<file path="config.mk">
export PLATFORM = sky130hd
export DESIGN_NAME = heart_rate_beat_tracker
export DESIGN_NICKNAME = d
export VERILOG_FILES = /design/src/hw/rtl/hrbt_pkg.sv /design/src/hw/rtl/hrbt_bit_sub.sv /design/src/hw/rtl/hrbt_divider.sv /design/src/hw/rtl/heart_rate_beat_tracker.sv
export SDC_FILE = /design/constraint.sdc
export NUM_CORES = 1
export LEC_CHECK = 0
export BUFFER_PORTS_ARGS = -buffer_cell sky130_fd_sc_hd__clkbuf_2
export CAP_MARGIN = 20
export CORE_UTILIZATION = 55
export DETAILED_ROUTE_END_ITERATION = 6
export GPL_TIMING_DRIVEN = 0
export PLACE_DENSITY = 0.76
export SYNTH_ARGS = -nofsm -noshare
export SYNTH_HDL_FRONTEND = slang
export SYNTH_SLANG_ARGS = --single-unit
</file>
<file path="constraint.sdc">
create_clock -name clk -period 5 [get_ports clk]
set_input_delay 0 -clock clk [delete_from_list [all_inputs] [get_ports clk]]
set_output_delay 0 -clock clk [all_outputs]
set_load 0.01 [all_outputs]
</file>
<file path="src/hw/rtl/hrbt_pkg.sv">
// ----------------------------------------------------------------------------
// hrbt_pkg: shared types and constants of the heart rate beat tracker
// Field widths, state and code enums, divider request/response bundles.
// ----------------------------------------------------------------------------
package hrbt_pkg;

  // field widths
  localparam int TS_W       = 32;
  localparam int CNT_W      = $clog2(TS_W);
  localparam int CFG_W      = 16;
  localparam int CFG_IDX_W  = $clog2(CFG_W);
  localparam int BPM_W      = 8;
  localparam int CIDX_W     = 3;

  // shared divider geometry
  localparam int DIVD_W     = 16;
  localparam int DIVS_W     = 12;
  localparam int QUO_W      = 8;
  localparam int STEP_W     = $clog2(QUO_W);
  localparam int DSH_W      = DIVS_W + QUO_W - 1;

  // configuration reset values
  localparam logic [CFG_W-1:0] REFRACTORY_RST  = 16'd350;
  localparam logic [CFG_W-1:0] WINDOW_RST      = 16'd60000;
  localparam logic [CFG_W-1:0] RESTART_GAP_RST = 16'd3000;
  localparam logic [BPM_W-1:0] HIGH_LIMIT_RST  = 8'd110;
  localparam logic [BPM_W-1:0] LOW_LIMIT_RST   = 8'd50;

  // rate arithmetic constants
  localparam logic [DIVD_W-1:0] RATE_NUMER   = 16'd60000;
  localparam logic [CFG_W-1:0]  RATE_MIN_IV  = 16'd236;
  localparam logic [CFG_W-1:0]  RATE_LIM_IV  = 16'd3000;
  localparam logic [BPM_W-1:0]  CLASS_FLOOR  = 8'd20;
  localparam logic [BPM_W-1:0]  CLASS_CEIL   = 8'd225;
  localparam logic [BPM_W-1:0]  COUNT_MAX    = 8'd255;

  typedef enum logic [1:0] {
    ACT_BEAT    = 2'd0,
    ACT_COUNT   = 2'd1,
    ACT_AVERAGE = 2'd2
  } action_t;

  typedef enum logic [1:0] {
    MODE_STANDBY = 2'd0,
    MODE_COUNT   = 2'd1,
    MODE_AVERAGE = 2'd2
  } mode_t;

  typedef enum logic [1:0] {
    CLS_NONE   = 2'd0,
    CLS_NORMAL = 2'd1,
    CLS_FAST   = 2'd2,
    CLS_SLOW   = 2'd3
  } rate_class_t;

  typedef enum logic [CIDX_W-1:0] {
    CFG_REFRACTORY  = 3'd0,
    CFG_WINDOW      = 3'd1,
    CFG_RESTART_GAP = 3'd2,
    CFG_HIGH_LIMIT  = 3'd3,
    CFG_LOW_LIMIT   = 3'd4
  } cfg_index_t;

  typedef enum logic [2:0] {
    ST_IDLE,
    ST_SHIFT,
    ST_APPLY,
    ST_DIV_RATE,
    ST_RING,
    ST_DIV_MEAN,
    ST_FINISH
  } seq_state_t;

  typedef struct packed {
    logic              start;
    logic [DIVD_W-1:0] dividend;
    logic [DIVS_W-1:0] divisor;
  } div_req_t;

  typedef struct packed {
    logic             done;
    logic [QUO_W-1:0] quotient;
  } div_rsp_t;

endpackage

</file>
<file path="src/hw/rtl/hrbt_bit_sub.sv">
// ----------------------------------------------------------------------------
// hrbt_bit_sub: bit-serial subtract cell
// Takes a and b one bit per step, lsb first; keeps the borrow in a flop.
// ----------------------------------------------------------------------------
module hrbt_bit_sub (
  input  logic clk,
  input  logic rst_n,
  input  logic clear,
  input  logic step,
  input  logic a,
  input  logic b,
  output logic diff,
  output logic borrow
);

  logic borrow_r;
  logic borrow_nxt;

  // full subtractor on the current bit
  assign diff       = a ^ b ^ borrow_r;
  assign borrow_nxt = (~a & b) | (~(a ^ b) & borrow_r);
  assign borrow     = borrow_r;

  // borrow flop, cleared by clear before each serial operation
  always_ff @(posedge clk) begin
    if (!rst_n) begin
      borrow_r <= 1'b0;
    end else if (clear) begin
      borrow_r <= 1'b0;
    end else if (step) begin
      borrow_r <= borrow_nxt;
    end
  end

endmodule

</file>
<file path="src/hw/rtl/hrbt_divider.sv">
// ----------------------------------------------------------------------------
// hrbt_divider: shared restoring divider
// One quotient bit per cycle; the quotient must fit in QUO_W bits.
// ----------------------------------------------------------------------------
module hrbt_divider
  import hrbt_pkg::*;
(
  input  logic     clk,
  input  logic     rst_n,
  input  div_req_t req,
  output div_rsp_t rsp
);

  logic [DIVD_W-1:0] rem_r, rem_nxt;
  logic [DSH_W-1:0]  dsh_r, dsh_nxt;
  logic [QUO_W-1:0]  quo_r, quo_nxt;
  logic [STEP_W-1:0] step_r, step_nxt;
  logic              busy_r, busy_nxt;
  logic              done_r, done_nxt;
  logic              fits;

  // trial subtract of the shifted divisor
  assign fits = DSH_W'(rem_r) >= dsh_r;

  always_comb begin
    rem_nxt  = rem_r;
    dsh_nxt  = dsh_r;
    quo_nxt  = quo_r;
    step_nxt = step_r;
    busy_nxt = busy_r;
    done_nxt = 1'b0;
    if (req.start) begin
      rem_nxt  = req.dividend;
      dsh_nxt  = DSH_W'(req.divisor) << (QUO_W - 1);
      quo_nxt  = '0;
      step_nxt = '0;
      busy_nxt = 1'b1;
    end else if (busy_r) begin
      if (fits) begin
        rem_nxt = rem_r - dsh_r[DIVD_W-1:0];
      end
      quo_nxt  = {quo_r[QUO_W-2:0], fits};
      dsh_nxt  = dsh_r >> 1;
      step_nxt = step_r + STEP_W'(1);
      if (step_r == STEP_W'(QUO_W - 1)) begin
        busy_nxt = 1'b0;
        done_nxt = 1'b1;
      end
    end
  end

  // datapath registers
  always_ff @(posedge clk) begin
    rem_r  <= rem_nxt;
    dsh_r  <= dsh_nxt;
    quo_r  <= quo_nxt;
    step_r <= step_nxt;
  end

  // control registers
  always_ff @(posedge clk) begin
    if (!rst_n) begin
      busy_r <= 1'b0;
      done_r <= 1'b0;
    end else begin
      busy_r <= busy_nxt;
      done_r <= done_nxt;
    end
  end

  assign rsp.done     = done_r;
  assign rsp.quotient = quo_r;

endmodule

</file>
<file path="src/hw/rtl/heart_rate_beat_tracker.sv">
// ----------------------------------------------------------------------------
// heart_rate_beat_tracker: beat interval tracker with count and average modes
// Each input is shifted through the bit-serial interval subtract and compares,
// then applied; an average-mode beat that stores a rate also makes two passes
// through the shared divider (rate, then mean of the ring). in_stall holds new
// input off until the result register is loaded and the sequencer is idle.
// Reset: synchronous, active low; registers, state and rate ring to defaults.
// ----------------------------------------------------------------------------
module heart_rate_beat_tracker
  import hrbt_pkg::*;
#(
  parameter int RING_DEPTH = 4
) (
  input  logic              clk,
  input  logic              rst_n,
  // input channel
  input  logic              in_valid,
  output logic              in_stall,
  input  logic [1:0]        in_action,
  input  logic [TS_W-1:0]   in_timestamp_ms,
  // result channel
  output logic              out_valid,
  input  logic              out_stall,
  output logic [1:0]        out_mode,
  output logic              out_beat_accepted,
  output logic [TS_W-1:0]   out_interval_ms,
  output logic              out_measuring,
  output logic              out_window_done,
  output logic              out_window_closed_now,
  output logic [BPM_W-1:0]  out_running_count,
  output logic [BPM_W-1:0]  out_window_total,
  output logic [BPM_W-1:0]  out_average_bpm,
  output logic [1:0]        out_rate_class,
  // configuration
  input  logic              cfg_we,
  input  logic [CIDX_W-1:0] cfg_index,
  input  logic [CFG_W-1:0]  cfg_wdata
);

  localparam int POS_W = (RING_DEPTH > 1) ? $clog2(RING_DEPTH) : 1;
  localparam int SUM_W = BPM_W + $clog2(RING_DEPTH);

  // configuration registers
  logic [CFG_W-1:0] refr_r, window_r, gap_r;
  logic [BPM_W-1:0] high_r, low_r;

  // sequencer
  seq_state_t       state_r, state_nxt;
  logic [CNT_W-1:0] bit_cnt_r, bit_cnt_nxt;
  logic [1:0]       act_r, act_nxt;
  logic [TS_W-1:0]  ts_sh_r, ts_sh_nxt;
  logic [TS_W-1:0]  lb_sh_r, lb_sh_nxt;
  logic [TS_W-1:0]  ws_sh_r, ws_sh_nxt;
  logic [TS_W-1:0]  iv_sh_r, iv_sh_nxt;
  logic             acc_r, acc_nxt;
  logic             closed_r, closed_nxt;

  // tracker state
  mode_t            mode_r, mode_nxt;
  logic             await_r, await_nxt;
  logic             meas_r, meas_nxt;
  logic             fin_r, fin_nxt;
  logic [TS_W-1:0]  last_beat_r, last_beat_nxt;
  logic [TS_W-1:0]  last_iv_r, last_iv_nxt;
  logic [TS_W-1:0]  win_start_r, win_start_nxt;
  logic [BPM_W-1:0] cnt_r, cnt_nxt;
  logic [BPM_W-1:0] total_r, total_nxt;
  logic [BPM_W-1:0] mean_r, mean_nxt;
  logic [BPM_W-1:0] ring_r [RING_DEPTH];
  logic [POS_W-1:0] pos_r, pos_nxt;
  logic [SUM_W-1:0] sum_r, sum_nxt;
  logic             ring_we;

  // output register
  logic              out_valid_r;
  logic              out_load;
  logic [1:0]        out_mode_r;
  logic              out_acc_r, out_meas_r, out_done_r, out_closed_r;
  logic [TS_W-1:0]   out_iv_r;
  logic [BPM_W-1:0]  out_cnt_r, out_total_r, out_mean_r;
  rate_class_t       out_cls_r, cls_c;

  // serial datapath
  logic       accept, step;
  logic       refr_bit, win_bit, gap_bit, min_bit, lim_bit;
  logic       iv_bit, el_bit;
  logic       refr_bw, win_bw, gap_bw, min_bw, lim_bw;
  div_req_t   div_req;
  div_rsp_t   div_rsp;

  assign accept   = (state_r == ST_IDLE) && in_valid;
  assign step     = (state_r == ST_SHIFT);
  assign in_stall = (state_r != ST_IDLE);

  // configuration writes
  always_ff @(posedge clk) begin
    if (!rst_n) begin
      refr_r   <= REFRACTORY_RST;
      window_r <= WINDOW_RST;
      gap_r    <= RESTART_GAP_RST;
      high_r   <= HIGH_LIMIT_RST;
      low_r    <= LOW_LIMIT_RST;
    end else if (cfg_we) begin
      unique case (cfg_index)
        CFG_REFRACTORY:  refr_r   <= cfg_wdata;
        CFG_WINDOW:      window_r <= cfg_wdata;
        CFG_RESTART_GAP: gap_r    <= cfg_wdata;
        CFG_HIGH_LIMIT:  high_r   <= cfg_wdata[BPM_W-1:0];
        CFG_LOW_LIMIT:   low_r    <= cfg_wdata[BPM_W-1:0];
        default: ;
      endcase
    end
  end

  // compare operands, one bit per step, zero above the 16-bit fields
  always_comb begin
    refr_bit = 1'b0;
    win_bit  = 1'b0;
    gap_bit  = 1'b0;
    min_bit  = 1'b0;
    lim_bit  = 1'b0;
    if (bit_cnt_r < CNT_W'(CFG_W)) begin
      refr_bit = refr_r[bit_cnt_r[CFG_IDX_W-1:0]];
      win_bit  = window_r[bit_cnt_r[CFG_IDX_W-1:0]];
      gap_bit  = gap_r[bit_cnt_r[CFG_IDX_W-1:0]];
      min_bit  = RATE_MIN_IV[bit_cnt_r[CFG_IDX_W-1:0]];
      lim_bit  = RATE_LIM_IV[bit_cnt_r[CFG_IDX_W-1:0]];
    end
  end

  // interval and elapsed time, then their compares, all lsb first
  hrbt_bit_sub u_iv_sub (
    .clk(clk), .rst_n(rst_n), .clear(accept), .step(step),
    .a(ts_sh_r[0]), .b(lb_sh_r[0]), .diff(iv_bit), .borrow()
  );
  hrbt_bit_sub u_el_sub (
    .clk(clk), .rst_n(rst_n), .clear(accept), .step(step),
    .a(ts_sh_r[0]), .b(ws_sh_r[0]), .diff(el_bit), .borrow()
  );
  hrbt_bit_sub u_refr_cmp (
    .clk(clk), .rst_n(rst_n), .clear(accept), .step(step),
    .a(iv_bit), .b(refr_bit), .diff(), .borrow(refr_bw)
  );
  hrbt_bit_sub u_win_cmp (
    .clk(clk), .rst_n(rst_n), .clear(accept), .step(step),
    .a(el_bit), .b(win_bit), .diff(), .borrow(win_bw)
  );
  hrbt_bit_sub u_gap_cmp (
    .clk(clk), .rst_n(rst_n), .clear(accept), .step(step),
    .a(iv_bit), .b(gap_bit), .diff(), .borrow(gap_bw)
  );
  hrbt_bit_sub u_min_cmp (
    .clk(clk), .rst_n(rst_n), .clear(accept), .step(step),
    .a(iv_bit), .b(min_bit), .diff(), .borrow(min_bw)
  );
  hrbt_bit_sub u_lim_cmp (
    .clk(clk), .rst_n(rst_n), .clear(accept), .step(step),
    .a(iv_bit), .b(lim_bit), .diff(), .borrow(lim_bw)
  );

  // shared divider: rate from interval, then mean of the ring
  hrbt_divider u_divider (
    .clk(clk), .rst_n(rst_n), .req(div_req), .rsp(div_rsp)
  );

  // running sum with the slot being replaced swapped out
  assign sum_nxt = sum_r - SUM_W'(ring_r[pos_r]) + SUM_W'(div_rsp.quotient);

  // sequencer and tracker update
  always_comb begin
    state_nxt     = state_r;
    bit_cnt_nxt   = bit_cnt_r;
    act_nxt       = act_r;
    ts_sh_nxt     = ts_sh_r;
    lb_sh_nxt     = lb_sh_r;
    ws_sh_nxt     = ws_sh_r;
    iv_sh_nxt     = iv_sh_r;
    acc_nxt       = acc_r;
    closed_nxt    = closed_r;
    mode_nxt      = mode_r;
    await_nxt     = await_r;
    meas_nxt      = meas_r;
    fin_nxt       = fin_r;
    last_beat_nxt = last_beat_r;
    last_iv_nxt   = last_iv_r;
    win_start_nxt = win_start_r;
    cnt_nxt       = cnt_r;
    total_nxt     = total_r;
    mean_nxt      = mean_r;
    pos_nxt       = pos_r;
    ring_we       = 1'b0;
    div_req       = '0;
    unique case (state_r)
      ST_IDLE: begin
        if (in_valid) begin
          act_nxt     = in_action;
          ts_sh_nxt   = in_timestamp_ms;
          lb_sh_nxt   = last_beat_r;
          ws_sh_nxt   = win_start_r;
          bit_cnt_nxt = '0;
          state_nxt   = ST_SHIFT;
        end
      end
      ST_SHIFT: begin
        // timestamp rotates back into place after a full pass
        ts_sh_nxt   = {ts_sh_r[0], ts_sh_r[TS_W-1:1]};
        lb_sh_nxt   = {1'b0, lb_sh_r[TS_W-1:1]};
        ws_sh_nxt   = {1'b0, ws_sh_r[TS_W-1:1]};
        iv_sh_nxt   = {iv_bit, iv_sh_r[TS_W-1:1]};
        bit_cnt_nxt = bit_cnt_r + CNT_W'(1);
        if (bit_cnt_r == CNT_W'(TS_W - 1)) begin
          state_nxt = ST_APPLY;
        end
      end
      ST_APPLY: begin
        acc_nxt    = 1'b0;
        closed_nxt = 1'b0;
        state_nxt  = ST_FINISH;
        if (act_r == ACT_BEAT) begin
          if (!refr_bw) begin
            acc_nxt       = 1'b1;
            last_iv_nxt   = iv_sh_r;
            last_beat_nxt = ts_sh_r;
            if (mode_r == MODE_COUNT) begin
              if (await_r) begin
                // first beat opens the window
                meas_nxt      = 1'b1;
                await_nxt     = 1'b0;
                fin_nxt       = 1'b0;
                win_start_nxt = ts_sh_r;
                cnt_nxt       = BPM_W'(1);
              end else if (fin_r && !gap_bw) begin
                // long pause after a finished window restarts the count
                meas_nxt      = 1'b1;
                fin_nxt       = 1'b0;
                win_start_nxt = ts_sh_r;
                cnt_nxt       = BPM_W'(1);
              end else if (meas_r) begin
                if (win_bw) begin
                  if (cnt_r != COUNT_MAX) begin
                    cnt_nxt = cnt_r + BPM_W'(1);
                  end
                end else begin
                  // late beat closes the window and is not counted
                  meas_nxt   = 1'b0;
                  fin_nxt    = 1'b1;
                  total_nxt  = cnt_r;
                  cnt_nxt    = '0;
                  closed_nxt = 1'b1;
                end
              end
            end else if (mode_r == MODE_AVERAGE) begin
              meas_nxt  = 1'b1;
              await_nxt = 1'b0;
              fin_nxt   = 1'b0;
              if (!min_bw && lim_bw) begin
                div_req.start    = 1'b1;
                div_req.dividend = RATE_NUMER;
                div_req.divisor  = iv_sh_r[DIVS_W-1:0];
                state_nxt        = ST_DIV_RATE;
              end
            end
          end
        end else if (act_r == ACT_COUNT || act_r == ACT_AVERAGE) begin
          mode_nxt  = mode_t'(act_r);
          await_nxt = 1'b1;
          meas_nxt  = 1'b0;
          fin_nxt   = 1'b0;
          if (act_r == ACT_COUNT) begin
            cnt_nxt = '0;
          end
        end
      end
      ST_DIV_RATE: begin
        if (div_rsp.done) begin
          state_nxt = ST_RING;
        end
      end
      ST_RING: begin
        // store the rate, then divide the new sum by the depth
        ring_we          = 1'b1;
        pos_nxt          = (pos_r == POS_W'(RING_DEPTH - 1)) ? '0 : pos_r + POS_W'(1);
        div_req.start    = 1'b1;
        div_req.dividend = DIVD_W'(sum_nxt);
        div_req.divisor  = DIVS_W'(RING_DEPTH);
        state_nxt        = ST_DIV_MEAN;
      end
      ST_DIV_MEAN: begin
        if (div_rsp.done) begin
          mean_nxt  = div_rsp.quotient;
          state_nxt = ST_FINISH;
        end
      end
      ST_FINISH: begin
        if (!out_valid_r || !out_stall) begin
          state_nxt = ST_IDLE;
        end
      end
      default: begin
        state_nxt = ST_IDLE;
      end
    endcase
  end

  // sequencer state
  always_ff @(posedge clk) begin
    if (!rst_n) begin
      state_r <= ST_IDLE;
    end else begin
      state_r <= state_nxt;
    end
  end

  // serial operands and per-beat flags
  always_ff @(posedge clk) begin
    bit_cnt_r <= bit_cnt_nxt;
    act_r     <= act_nxt;
    ts_sh_r   <= ts_sh_nxt;
    lb_sh_r   <= lb_sh_nxt;
    ws_sh_r   <= ws_sh_nxt;
    iv_sh_r   <= iv_sh_nxt;
    acc_r     <= acc_nxt;
    closed_r  <= closed_nxt;
  end

  // tracker state
  always_ff @(posedge clk) begin
    if (!rst_n) begin
      mode_r      <= MODE_STANDBY;
      await_r     <= 1'b1;
      meas_r      <= 1'b0;
      fin_r       <= 1'b0;
      last_beat_r <= '0;
      last_iv_r   <= '0;
      win_start_r <= '0;
      cnt_r       <= '0;
      total_r     <= '0;
      mean_r      <= '0;
      pos_r       <= '0;
      sum_r       <= '0;
    end else begin
      mode_r      <= mode_nxt;
      await_r     <= await_nxt;
      meas_r      <= meas_nxt;
      fin_r       <= fin_nxt;
      last_beat_r <= last_beat_nxt;
      last_iv_r   <= last_iv_nxt;
      win_start_r <= win_start_nxt;
      cnt_r       <= cnt_nxt;
      total_r     <= total_nxt;
      mean_r      <= mean_nxt;
      pos_r       <= pos_nxt;
      if (ring_we) begin
        sum_r <= sum_nxt;
      end
    end
  end

  // rate ring
  always_ff @(posedge clk) begin
    if (!rst_n) begin
      for (int i = 0; i < RING_DEPTH; i++) begin
        ring_r[i] <= '0;
      end
    end else if (ring_we) begin
      ring_r[pos_r] <= div_rsp.quotient;
    end
  end

  // rate class against the limits
  function automatic rate_class_t classify(input logic [BPM_W-1:0] r,
                                           input logic [BPM_W-1:0] hi,
                                           input logic [BPM_W-1:0] lo);
    rate_class_t c;
    if (r >= lo && r <= hi) begin
      c = CLS_NORMAL;
    end else if (r > hi && r < CLASS_CEIL) begin
      c = CLS_FAST;
    end else if (r > CLASS_FLOOR && r < lo) begin
      c = CLS_SLOW;
    end else begin
      c = CLS_NONE;
    end
    return c;
  endfunction

  always_comb begin
    if (mode_r == MODE_AVERAGE && !await_r && meas_r) begin
      cls_c = classify(mean_r, high_r, low_r);
    end else if (mode_r == MODE_COUNT && !await_r && !meas_r && fin_r) begin
      cls_c = classify(total_r, high_r, low_r);
    end else begin
      cls_c = CLS_NONE;
    end
  end

  // output register: loaded once per accepted input, held while stalled
  assign out_load = (state_r == ST_FINISH) && (!out_valid_r || !out_stall);

  always_ff @(posedge clk) begin
    if (!rst_n) begin
      out_valid_r <= 1'b0;
    end else if (out_load) begin
      out_valid_r <= 1'b1;
    end else if (!out_stall) begin
      out_valid_r <= 1'b0;
    end
  end

  always_ff @(posedge clk) begin
    if (out_load) begin
      out_mode_r   <= mode_r;
      out_acc_r    <= acc_r;
      out_iv_r     <= last_iv_r;
      out_meas_r   <= meas_r;
      out_done_r   <= fin_r;
      out_closed_r <= closed_r;
      out_cnt_r    <= cnt_r;
      out_total_r  <= total_r;
      out_mean_r   <= mean_r;
      out_cls_r    <= cls_c;
    end
  end

  assign out_valid             = out_valid_r;
  assign out_mode              = out_mode_r;
  assign out_beat_accepted     = out_acc_r;
  assign out_interval_ms       = out_iv_r;
  assign out_measuring         = out_meas_r;
  assign out_window_done       = out_done_r;
  assign out_window_closed_now = out_closed_r;
  assign out_running_count     = out_cnt_r;
  assign out_window_total      = out_total_r;
  assign out_average_bpm       = out_mean_r;
  assign out_rate_class        = out_cls_r;

`ifndef SYNTHESIS
  // a new result only appears out of the finish step
  a_out_from_finish: assert property (@(posedge clk) disable iff (!rst_n)
    $rose(out_valid_r) |-> $past(state_r == ST_FINISH))
    else $error("result raised outside finish step");

  // divider completes only while the sequencer waits on it
  a_div_done_expected: assert property (@(posedge clk) disable iff (!rst_n)
    div_rsp.done |-> (state_r == ST_DIV_RATE || state_r == ST_DIV_MEAN))
    else $error("divider done while not waited on");

  // a window closes only on an accepted beat in count mode
  a_close_in_count: assert property (@(posedge clk) disable iff (!rst_n)
    (out_valid && out_window_closed_now) |-> (out_beat_accepted && out_mode == MODE_COUNT))
    else $error("window closed outside count mode");

  // measuring and a held count result exclude each other
  a_meas_vs_done: assert property (@(posedge clk) disable iff (!rst_n)
    !(meas_r && fin_r))
    else $error("measuring with a finished count held");
`endif

endmodule
</file>
==> impl_metrics.json, run 1 <==
{
  "die_h_um": 200,
  "dpl.hpwl_um": 34700,
  "grt_overflow_total": 0,
  "synth-edff-count": 261,
  "groute.usage.overall": 0.252,
  "finalSetupViolations": 0,
  "n_fill_cell": 3046,
  "cts_root_buf": "clkbuf_16",
  "p_comb_frac": 0.231,
  "rows": 72,
  "final_area_um2": 25300,
  "drc_errors": 0,
  "syn_area_um2": 21700,
  "yosysUniqueCellTypes": 72,
  "cts_setup_buffers": 0,
  "vias_per_cell": 5.48,
  "htree_levels": 2,
  "fin_hold_ws_ns": 0.0894,
  "status": "completed",
  "ys_seq_elements": 497,
  "max_freq_mhz": 253,
  "syn2layout_area_growth_pct": 16.8,
  "ios": 124,
  "vdd_drop_max_uv": 389,
  "async_flop_share": 0,
  "seqPwrFrac": 0.466,
  "cts_sinks": 497,
  "path_cells": "clkbuf_1 -> mux4_2 -> fa_1 -> inv_1 -> ha_1 -> a21oi_1 -> o21bai_1 -> a221o_1 -> mux2i_1 -> nand3_1 -> nor2_1 -> or3_1",
  "finalNetCount": 2495,
  "grt_max_degree": 62,
  "drive_above_1_share": 0.110,
  "slew_violations": 0,
  "slowest_delay_ns": 0.62,
  "yosysMostFrequentCell": "nand2_1",
  "avgSynthCellArea_um2": 10.2,
  "multi_input_comb_area_um2": 8330,
  "gp_congestion": 0.909,
  "synth_common_cells": "691 x nand2_1, 261 x edfxtp_1, 236 x dfxtp_1",
  "critical_path_class": "flip-flop to flip-flop",
  "clk_pin_slew_ns": 0.06,
  "antenna_cells": 0,
  "fin_setup_tns_ns": 0,
  "regArea_um2": 12600,
  "drtIter0Drc": 1349,
  "grt_pass1_vias": 15945,
  "fin_skew_ns": 0.0281,
  "cts_buffer_depth": 3,
  "worst_slew_pin_slew_ns": 1.02,
  "finalHoldViolCount": 0,
  "synth-main-ff-cell": "edfxtp_1",
  "crit_fanout": 8,
  "wl_per_cell_um": 17.2,
  "dieArea_um2": 40200,
  "synthCells": 2115,
  "via_count": 15975,
  "p_sw_frac": 0.311,
  "place_area_um2": 23000,
  "critical_path.endpoint_type": "flip-flop",
  "insertion_delay_ns": 0.60,
  "crit_required_ns": 5.34,
  "die_x_um": 200,
  "rsz0062_at_grt": "false",
  "start_util": 0.559,
  "cap_violations": 0,
  "p_leak_nw": 9.96,
  "numCtsBuffers": 50,
  "portBuffers": 123,
  "power_density_nw_per_um2": 486,
  "syn-num-nets": 2256,
  "ys_warn_count": 0,
  "seq_area_frac_synth": 0.580,
  "core_um2": 38700,
  "routed_wl_um": 50000,
  "cts_tree": "yes",
  "period_minus_slack_ns": 3.95,
  "min_path_type": "input pin to flip-flop",
  "cp.arrival_ns": 4.29,
  "pwr-share-clk": 0.303,
  "p_int_mw": 8.47,
  "cpMaxStageDelayCell": "mux4_2",
  "grt_antenna_before_repair": 0,
  "drtAntennaViolNets": 0,
  "fin_crit_sh": 0.789,
  "crit_path_start_kind": "flip-flop",
  "grt_first_pass_wirelength_um": 81000,
  "dr.pass1.iters": 5,
  "switchingPower_mw": 3.83,
  "maxSlewHeadroom": 0.321,
  "synth_top_area_frac": 0.362,
  "synthTopCellsByArea": "edfxtp_1 36%, dfxtp_1 22%, nand2_1 12%, a21boi_0 5.2%, ha_1 4.2%",
  "synth_top_area_cell": "edfxtp_1"
}
flip-flops by register name (all words and copies together) (netlist names), 16 cells and up, named ones only:
| name | count |
|---|---|
| gap_r | 16 |
| iv_sh_r | 32 |
| last_beat_r | 32 |
| last_iv_r | 32 |
| lb_sh_r | 32 |
| out_interval_ms | 32 |
| refr_r | 16 |
| ring_r | 32 |
| ts_sh_r | 32 |
| u_divider.dsh_r | 19 |
| u_divider.rem_r | 16 |
| win_start_r | 32 |
| window_r | 16 |
| ws_sh_r | 32 |
worst max-delay path: cells and delay by family, from the launching register on:
| family | cells | cell delay [ns] |
|---|---|---|
| buffers and inverters | 2 | 0.56 |
| muxes | 2 | 0.77 |
| and+or+nand+nor | 3 | 0.55 |
| DFF | 1 | 0.31 |
| adders and majority gates | 2 | 0.85 |
| AOI/OAI and AO/OA | 3 | 0.65 |
stage by stage:
stage | instances | power, mW | setup WS, ns | util
2_1_floorplan | 2115 | 7.66 | 0.700 | -
3_3_place_gp | 2756 | 8.43 | -0.907 | 0.592
3_5_place_dp | 2762 | 8.56 | 1.02 | 0.595
4_1_cts | 2912 | 12.3 | 1.02 | 0.653
5_1_grt | 2913 | 12.9 | 0.864 | 0.653
6_report | 2913 | 12.3 | 1.05 | 0.653
per-layer routing:
metal	GRT usage	vias to the layer above	wire, um
met1	0.329	7726	21500
met2	0.424	465	24300
met5	0	-	0
li1	-	7681	-
met3	0.0407	103	2760
met4	0.0900	0	1450
area by class of cell:
cell class | count | area share
buffer | 104 | 0.0166
clock buffer | 78 | 0.0602
clock inverter | 15 | 0.00589
inverter | 91 | 0.0143
multi-input combinational | 1423 | 0.329
sequential | 497 | 0.497
tap | 518 | 0.0256
timing repair buffer | 187 | 0.0515
power by group through the flow:
stage	sequential, mW	combinational, mW	clock (mW)
final	5.73	2.84	3.73
after floorplan	5.68	1.98	0
after detailed placement	5.80	2.75	0
after CTS	5.73	2.83	3.79
after global placement	5.84	2.59	0
after global routing	5.80	3.17	3.95
final timing paths:
check | slack [ns] | start | depth (start not counted) | end
min reg2reg | 0.43 | last_iv_r[16]$_SDFFE_PN0P_ | 0 | out_interval_ms[16]$_DFFE_PP_
min | 0.09 | rst_n | 3 | sum_r[7]$_SDFFE_PN0N_
max | 1.05 | flip-flop | 12 | u_divider.rem_r[9]$_DFFE_PP_
max reg2reg | 1.05 | flip-flop | 12 | u_divider.rem_r[9]$_DFFE_PP_
cells in the final DEF, fill, tap and decap left out, drive strengths merged, types with 25 or more instances in the layout:
master       netlist  final
o21ai             51     51
nand3             57     57
dfxtp            236    236
a21boi           155    155
nor2b             27     27
mux2i             26     26
edfxtp           261    261
nor2              69     69
and2              25     25
buf               19     25
nand2            691    691
ha                72     72
a21oi             48     48
dlygate4sd3        0     57
inv               89     90
clkbuf            85    287
kinds of logic (layout without fill, tap and decap cells):
| kind of cell | Yosys count | count (layout) | share of synthesized area |
|---|---|---|---|
| simple gates | 943 | 943 | 0.183 |
| flops | 497 | 497 | 0.580 |
| compound gates | 317 | 317 | 0.101 |
| buf+inv | 195 | 475 | 0.0359 |
| fa+ha+maj | 83 | 83 | 0.0518 |
| mux | 49 | 49 | 0.0359 |
| xor+xnor | 31 | 31 | 0.0125 |
repair_timing:
item,CTS,global route
resized for setup,0,0
hold buffers,57,0
endpoints found under the hold margin,127,0
Power figures use the tool's default switching activity.
==> run 2: changes to the inputs <==
==> constraint.sdc (replaced) <==
create_clock -name clk -period 3.7 [get_ports clk]
set_input_delay 0 -clock clk [delete_from_list [all_inputs] [get_ports clk]]
set_output_delay 0 -clock clk [all_outputs]
set_load 0.01 [all_outputs]
==> run 2 against run 1 <==
- cell count barely moved
- register-to-register slack worse by 0.85 ns
- count of clock-buffer cells in the layout shrank 1
- combinational power is 34% higher
- largest power group unchanged
- critical path depth down 1
- global-route usage down 0.051 points
- design area decreased by 0.31%
- sequential power up 35%
- fmax grew 13%
==> impl_metrics.json, run 2 (synthesized netlist as in run 1, its figures left out) <==
{
  "grt_pass1_vias": 15706,
  "grt_first_pass_wirelength_um": 80400,
  "syn2layout_area_growth_pct": 16.4,
  "rsz0062_at_grt": "false",
  "drtAntennaViolNets": 0,
  "drive_above_1_share": 0.106,
  "cts_tree": "yes",
  "portBuffers": 123,
  "final_cell_mix": "691 x nand2_1, 261 x edfxtp_1, 235 x dfxtp_1, 149 x a21boi_0, 125 x clkbuf_2",
  "crit_path_start_kind": "flip-flop",
  "dpl.hpwl_um": 34800,
  "clk_pin_slew_ns": 0.06,
  "numCtsBuffers": 49,
  "vdd_drop_max_uv": 492,
  "cts_sinks": 497,
  "p_leak_nw": 9.90,
  "max_freq_mhz": 286,
  "holdPathStages": 3,
  "wl_per_cell_um": 17.2,
  "insertion_delay_ns": 0.61,
  "dr.pass1.iters": 6,
  "critical_path.endpoint_type": "flip-flop",
  "rows": 72,
  "fin_setup_tns_ns": 0,
  "cts_buffer_depth": 3,
  "gp_congestion": 0.919,
  "via_count": 15902,
  "grt_overflow_total": 0,
  "min_from": "rst_n",
  "crit_required_ns": 4.04,
  "pre_cts_ws_ns": -0.253,
  "p_int_mw": 11.3,
  "fin_skew_ns": 0.0203,
  "die_x_um": 200,
  "routed_wl_um": 50100,
  "maxSlewHeadroom": 0.346,
  "final_util": 0.651,
  "finalNetCount": 2492,
  "drc_errors": 0,
  "period_minus_slack_ns": 3.50,
  "drtIter0Drc": 1163,
  "instances_no_fill": 2911,
  "finalSetupViolations": 0,
  "min_path_type": "input pin to flip-flop",
  "final_area_um2": 25200,
  "place_area_um2": 23000,
  "fin_hold_ws_ns": 0.133,
  "worst_slew_pin_slew_ns": 0.979,
  "cap_violations": 0,
  "core_um2": 38700,
  "fin_ws_ns": 0.204,
  "ios": 124,
  "start_util": 0.559,
  "power_density_nw_per_um2": 652,
  "grt_max_degree": 72,
  "dieArea_um2": 40200,
  "groute.usage.overall": 0.251,
  "layout_commonest_cell": "nand2_1",
  "ff2ff_path_depth": 11,
  "p_sw_frac": 0.312,
  "p_comb_frac": 0.232,
  "cts_setup_buffers": 0,
  "pwr-share-clk": 0.298,
  "slew_violations": 0,
  "finalHoldViolCount": 0,
  "fin_crit_sh": 0.945,
  "htree_levels": 2,
  "seqPwrFrac": 0.471,
  "die_h_um": 200,
  "switchingPower_mw": 5.14,
  "total_power_mw": 16.5,
  "critical_path_class": "flip-flop to flip-flop",
  "grt_antenna_before_repair": 2,
  "place_inst": 2761,
  "vias_per_cell": 5.46,
  "crit_fanout": 8,
  "cp.arrival_ns": 3.84,
  "status": "completed",
  "cts_root_buf": "clkbuf_16"
}
## run 2: metal layers
layer,vias up,track usage,share of wire
met5,-,0,0
met4,0,0.0938,0.027
met3,89,0.0356,0.059
met2,476,0.426,0.49
met1,7644,0.328,0.43
li1,7693,-,-
## run 2: cell type report
class | instances | area, um2
inverters | 91 | 362
fillers | 3024 | 13500
diodes | 1 | 2.50
clock buffers | 77 | 1410
repair buffers | 187 | 1300
clock inverters | 15 | 184
plain buffers | 102 | 412
well taps | 518 | 648
multi-input cells | 1423 | 8330
flip-flops and latches | 497 | 12600
## run 2: timing repair
action	CTS	global route
hold buffers	58	0
setup endpoints to repair	5	4
resized for setup	1	1
endpoints found under the hold margin	122	0
## run 2: worst max-delay path, stage by stage, from the launching register on
cell	delay (ns)
dfxtp_4	0.45
mux4_2	0.54
fa_1	0.49
inv_1	0.05
ha_1	0.35
a21oi_1	0.15
o21bai_1	0.10
a221o_1	0.41
mux2i_1	0.16
nand3_1	0.14
nor2_1	0.06
or3_1	0.36
## run 2: final timing paths
check	end	slack, ns
worst min-delay path	sum_r[7]$_SDFFE_PN0N_	0.13
worst max-delay path	u_divider.rem_r[9]$_DFFE_PP_	0.20
worst min register to register	out_interval_ms[29]$_DFFE_PP_	0.43
worst max register to register	u_divider.rem_r[9]$_DFFE_PP_	0.20
## run 2: power by group through the flow
| stage | combinational (mW) | sequential (mW) | clock (mW) |
|---|---|---|---|
| 2_1_floorplan | 2.68 | 7.68 | 0 |
| 4_1_cts | 3.79 | 7.74 | 4.97 |
| 3_3_place_gp | 3.47 | 7.88 | 0 |
| 5_1_grt | 4.25 | 7.85 | 5.18 |
| 3_5_place_dp | 3.72 | 7.83 | 0 |
| 6_report | 3.81 | 7.74 | 4.90 |
==> run 3: changes to the inputs <==
--- a/config.mk
+++ b/config.mk
@@ -10,6 +10,7 @@
 export CORE_UTILIZATION = 55
 export DETAILED_ROUTE_END_ITERATION = 6
 export GPL_TIMING_DRIVEN = 0
+export MAX_ROUTING_LAYER = met4
 export PLACE_DENSITY = 0.76
 export SYNTH_ARGS = -nofsm -noshare
 export SYNTH_HDL_FRONTEND = slang
==> run 3 against run 2 <==
- global-route usage increased by 0.78 points
- clock skew is 0.0023 ns higher
- sequential share of layout area stayed put
- count of clock-buffer cells in the layout is the same
- cell count did not move
- worst setup slack better by 0.0019 ns
- largest cell class unchanged
- non-clock buffer count unchanged
- via count grew 0.34%
- core utilization stayed put
- sequential power about the same
- register-to-register slack is essentially flat
- first-iteration DRC count down 5.5%
==> impl_metrics.json, run 3 (synthesized netlist as in run 1, its figures left out) <==
{
  "status": "completed",
  "p_sw_frac": 0.313,
  "dpl.hpwl_um": 34800,
  "numCtsBuffers": 49,
  "via_count": 15956,
  "crit_path_start_kind": "flip-flop",
  "fin_ws_ns": 0.206,
  "cp.arrival_ns": 3.84,
  "seqPwrFrac": 0.470,
  "ios": 124,
  "grt_max_degree": 72,
  "crit_fanout": 8,
  "dieArea_um2": 40200,
  "critical_path_class": "flip-flop to flip-flop",
  "rows": 72,
  "cts_sinks": 497,
  "finalNetCount": 2492,
  "insertion_delay_ns": 0.61,
  "routed_wl_um": 50100,
  "cts_buffer_depth": 3,
  "crit_required_ns": 4.05,
  "cap_violations": 0,
  "wl_per_cell_um": 17.2,
  "switchingPower_mw": 5.15,
  "start_util": 0.559,
  "final_cell_mix": "691 x nand2_1, 261 x edfxtp_1, 235 x dfxtp_1, 149 x a21boi_0, 125 x clkbuf_2",
  "min_path_type": "input pin to flip-flop",
  "total_power_mw": 16.5,
  "clk_pin_slew_ns": 0.06,
  "drtIter0Drc": 1099,
  "pre_cts_ws_ns": -0.253,
  "critical_path.endpoint_type": "flip-flop",
  "layout_commonest_cell": "nand2_1",
  "die_x_um": 200,
  "p_leak_nw": 9.90,
  "final_util": 0.651,
  "fin_crit_sh": 0.944,
  "cts_root_buf": "clkbuf_16",
  "max_freq_mhz": 286,
  "die_h_um": 200,
  "core_um2": 38700,
  "fin_setup_tns_ns": 0,
  "drtAntennaViolNets": 0,
  "grt_overflow_total": 0,
  "holdPathStages": 3,
  "pwr-share-clk": 0.298,
  "worst_slew_pin_slew_ns": 0.979,
  "power_density_nw_per_um2": 653,
  "dr.pass1.iters": 5,
  "p_comb_frac": 0.232,
  "path_cells": "mux4_2 -> fa_1 -> inv_1 -> ha_1 -> a21oi_1 -> o21bai_1 -> a221o_1 -> mux2i_1 -> nand3_1 -> nor2_1 -> or3_1",
  "cts_tree": "yes",
  "rsz0062_at_grt": "false",
  "gp_congestion": 0.935,
  "p_int_mw": 11.3,
  "vias_per_cell": 5.48,
  "grt_first_pass_wirelength_um": 80400,
  "groute.usage.overall": 0.259,
  "syn2layout_area_growth_pct": 16.4,
  "drive_above_1_share": 0.106,
  "slew_violations": 0,
  "finalSetupViolations": 0,
  "drc_errors": 0,
  "grt_antenna_before_repair": 2,
  "cpMaxStageDelayCell": "mux4_2",
  "fin_hold_ws_ns": 0.125,
  "vdd_drop_max_uv": 491,
  "n_fill_cell": 3024,
  "hold_path_end": "sum_r[7]$_SDFFE_PN0N_",
  "portBuffers": 123,
  "r2r_setup_slack_ns": 0.21,
  "finalHoldViolCount": 0,
  "reg2reg_to": "u_divider.rem_r[9]$_DFFE_PP_",
  "maxSlewHeadroom": 0.346,
  "htree_levels": 2,
  "slowest_delay_ns": 0.54,
  "period_minus_slack_ns": 3.49,
  "min_from": "rst_n",
  "grt_pass1_vias": 15701,
  "ff2ff_path_depth": 11,
  "fin_skew_ns": 0.0226
}
[run 3: cell counts in the layout (fill, tap and decap cells not counted)]
Identical to the previous run, type by type.
[run 3: power by group through the flow]
stage	Combinational (mW)	Sequential [mW]	Clock (mW)
3_5_place_dp	3.72	7.83	0
6_report	3.81	7.74	4.91
4_1_cts	3.79	7.74	4.97
2_1_floorplan	2.68	7.68	0
5_1_grt	4.25	7.85	5.18
3_3_place_gp	3.47	7.88	0
[run 3: area by class of cell]
cell class / instances / area, um2 / share of cell area
flip-flops and latches: 497 / 12600 / 0.498
multi-input cells: 1423 / 8330 / 0.330
clock buffers: 77 / 1410 / 0.0560
repair buffers: 187 / 1300 / 0.0517
well taps: 518 / 648 / 0.0257
plain buffers: 102 / 412 / 0.0163
inverters: 91 / 362 / 0.0143
clock inverters: 15 / 184 / 0.00729
diodes: 1 / 2.50 / 0.0000992
[run 3: worst max-delay path: cells and delay by family (launching register included)]
| family | cells | cell delay (ns) |
|---|---|---|
| adders and majority gates | 2 | 0.84 |
| buffers and inverters | 1 | 0.05 |
| muxes | 2 | 0.70 |
| DFF | 1 | 0.44 |
| and+or+nand+nor | 3 | 0.56 |
| AOI/OAI and AO/OA | 3 | 0.66 |
[run 3: through the flow]
step | area [um2] | cells
detailed placement | 23000 | 2761
floorplan | 21700 | 2115
global placement | 22900 | 2756
finish | 25200 | 2911
global route | 25200 | 2911
CTS | 25200 | 2910
[run 3: timing repair]
action	in CTS	in global routing
buffers inserted	0	0
hold buffers	58	0
hold endpoints to repair	122	0
resized for setup	1	1
setup endpoints to repair	5	4
[run 3: worst max-delay path by stage]
| stage | end | cells past startpoint |
|---|---|---|
| finish | u_divider.rem_r[9]$_DFFE_PP_ | 11 |
| global placement | ts_sh_r[17]$_DFFE_PP_ | 6 |
| detailed placement | u_divider.rem_r[9]$_DFFE_PP_ | 12 |
| global route | u_divider.rem_r[9]$_DFFE_PP_ | 11 |
| CTS | u_divider.rem_r[9]$_DFFE_PP_ | 12 |
| floorplan | u_divider.rem_r[9]$_DFFE_PP_ | 12 |
[run 3: per-layer routing]
metal | vias up | routed length, um | global-route usage
li1 | 7695 | - | -
met1 | 7610 | 21300 | 0.328
met2 | 546 | 24200 | 0.426
met3 | 105 | 3160 | 0.0356
met4 | 0 | 1490 | 0.0932
met5 | - | 0 | -
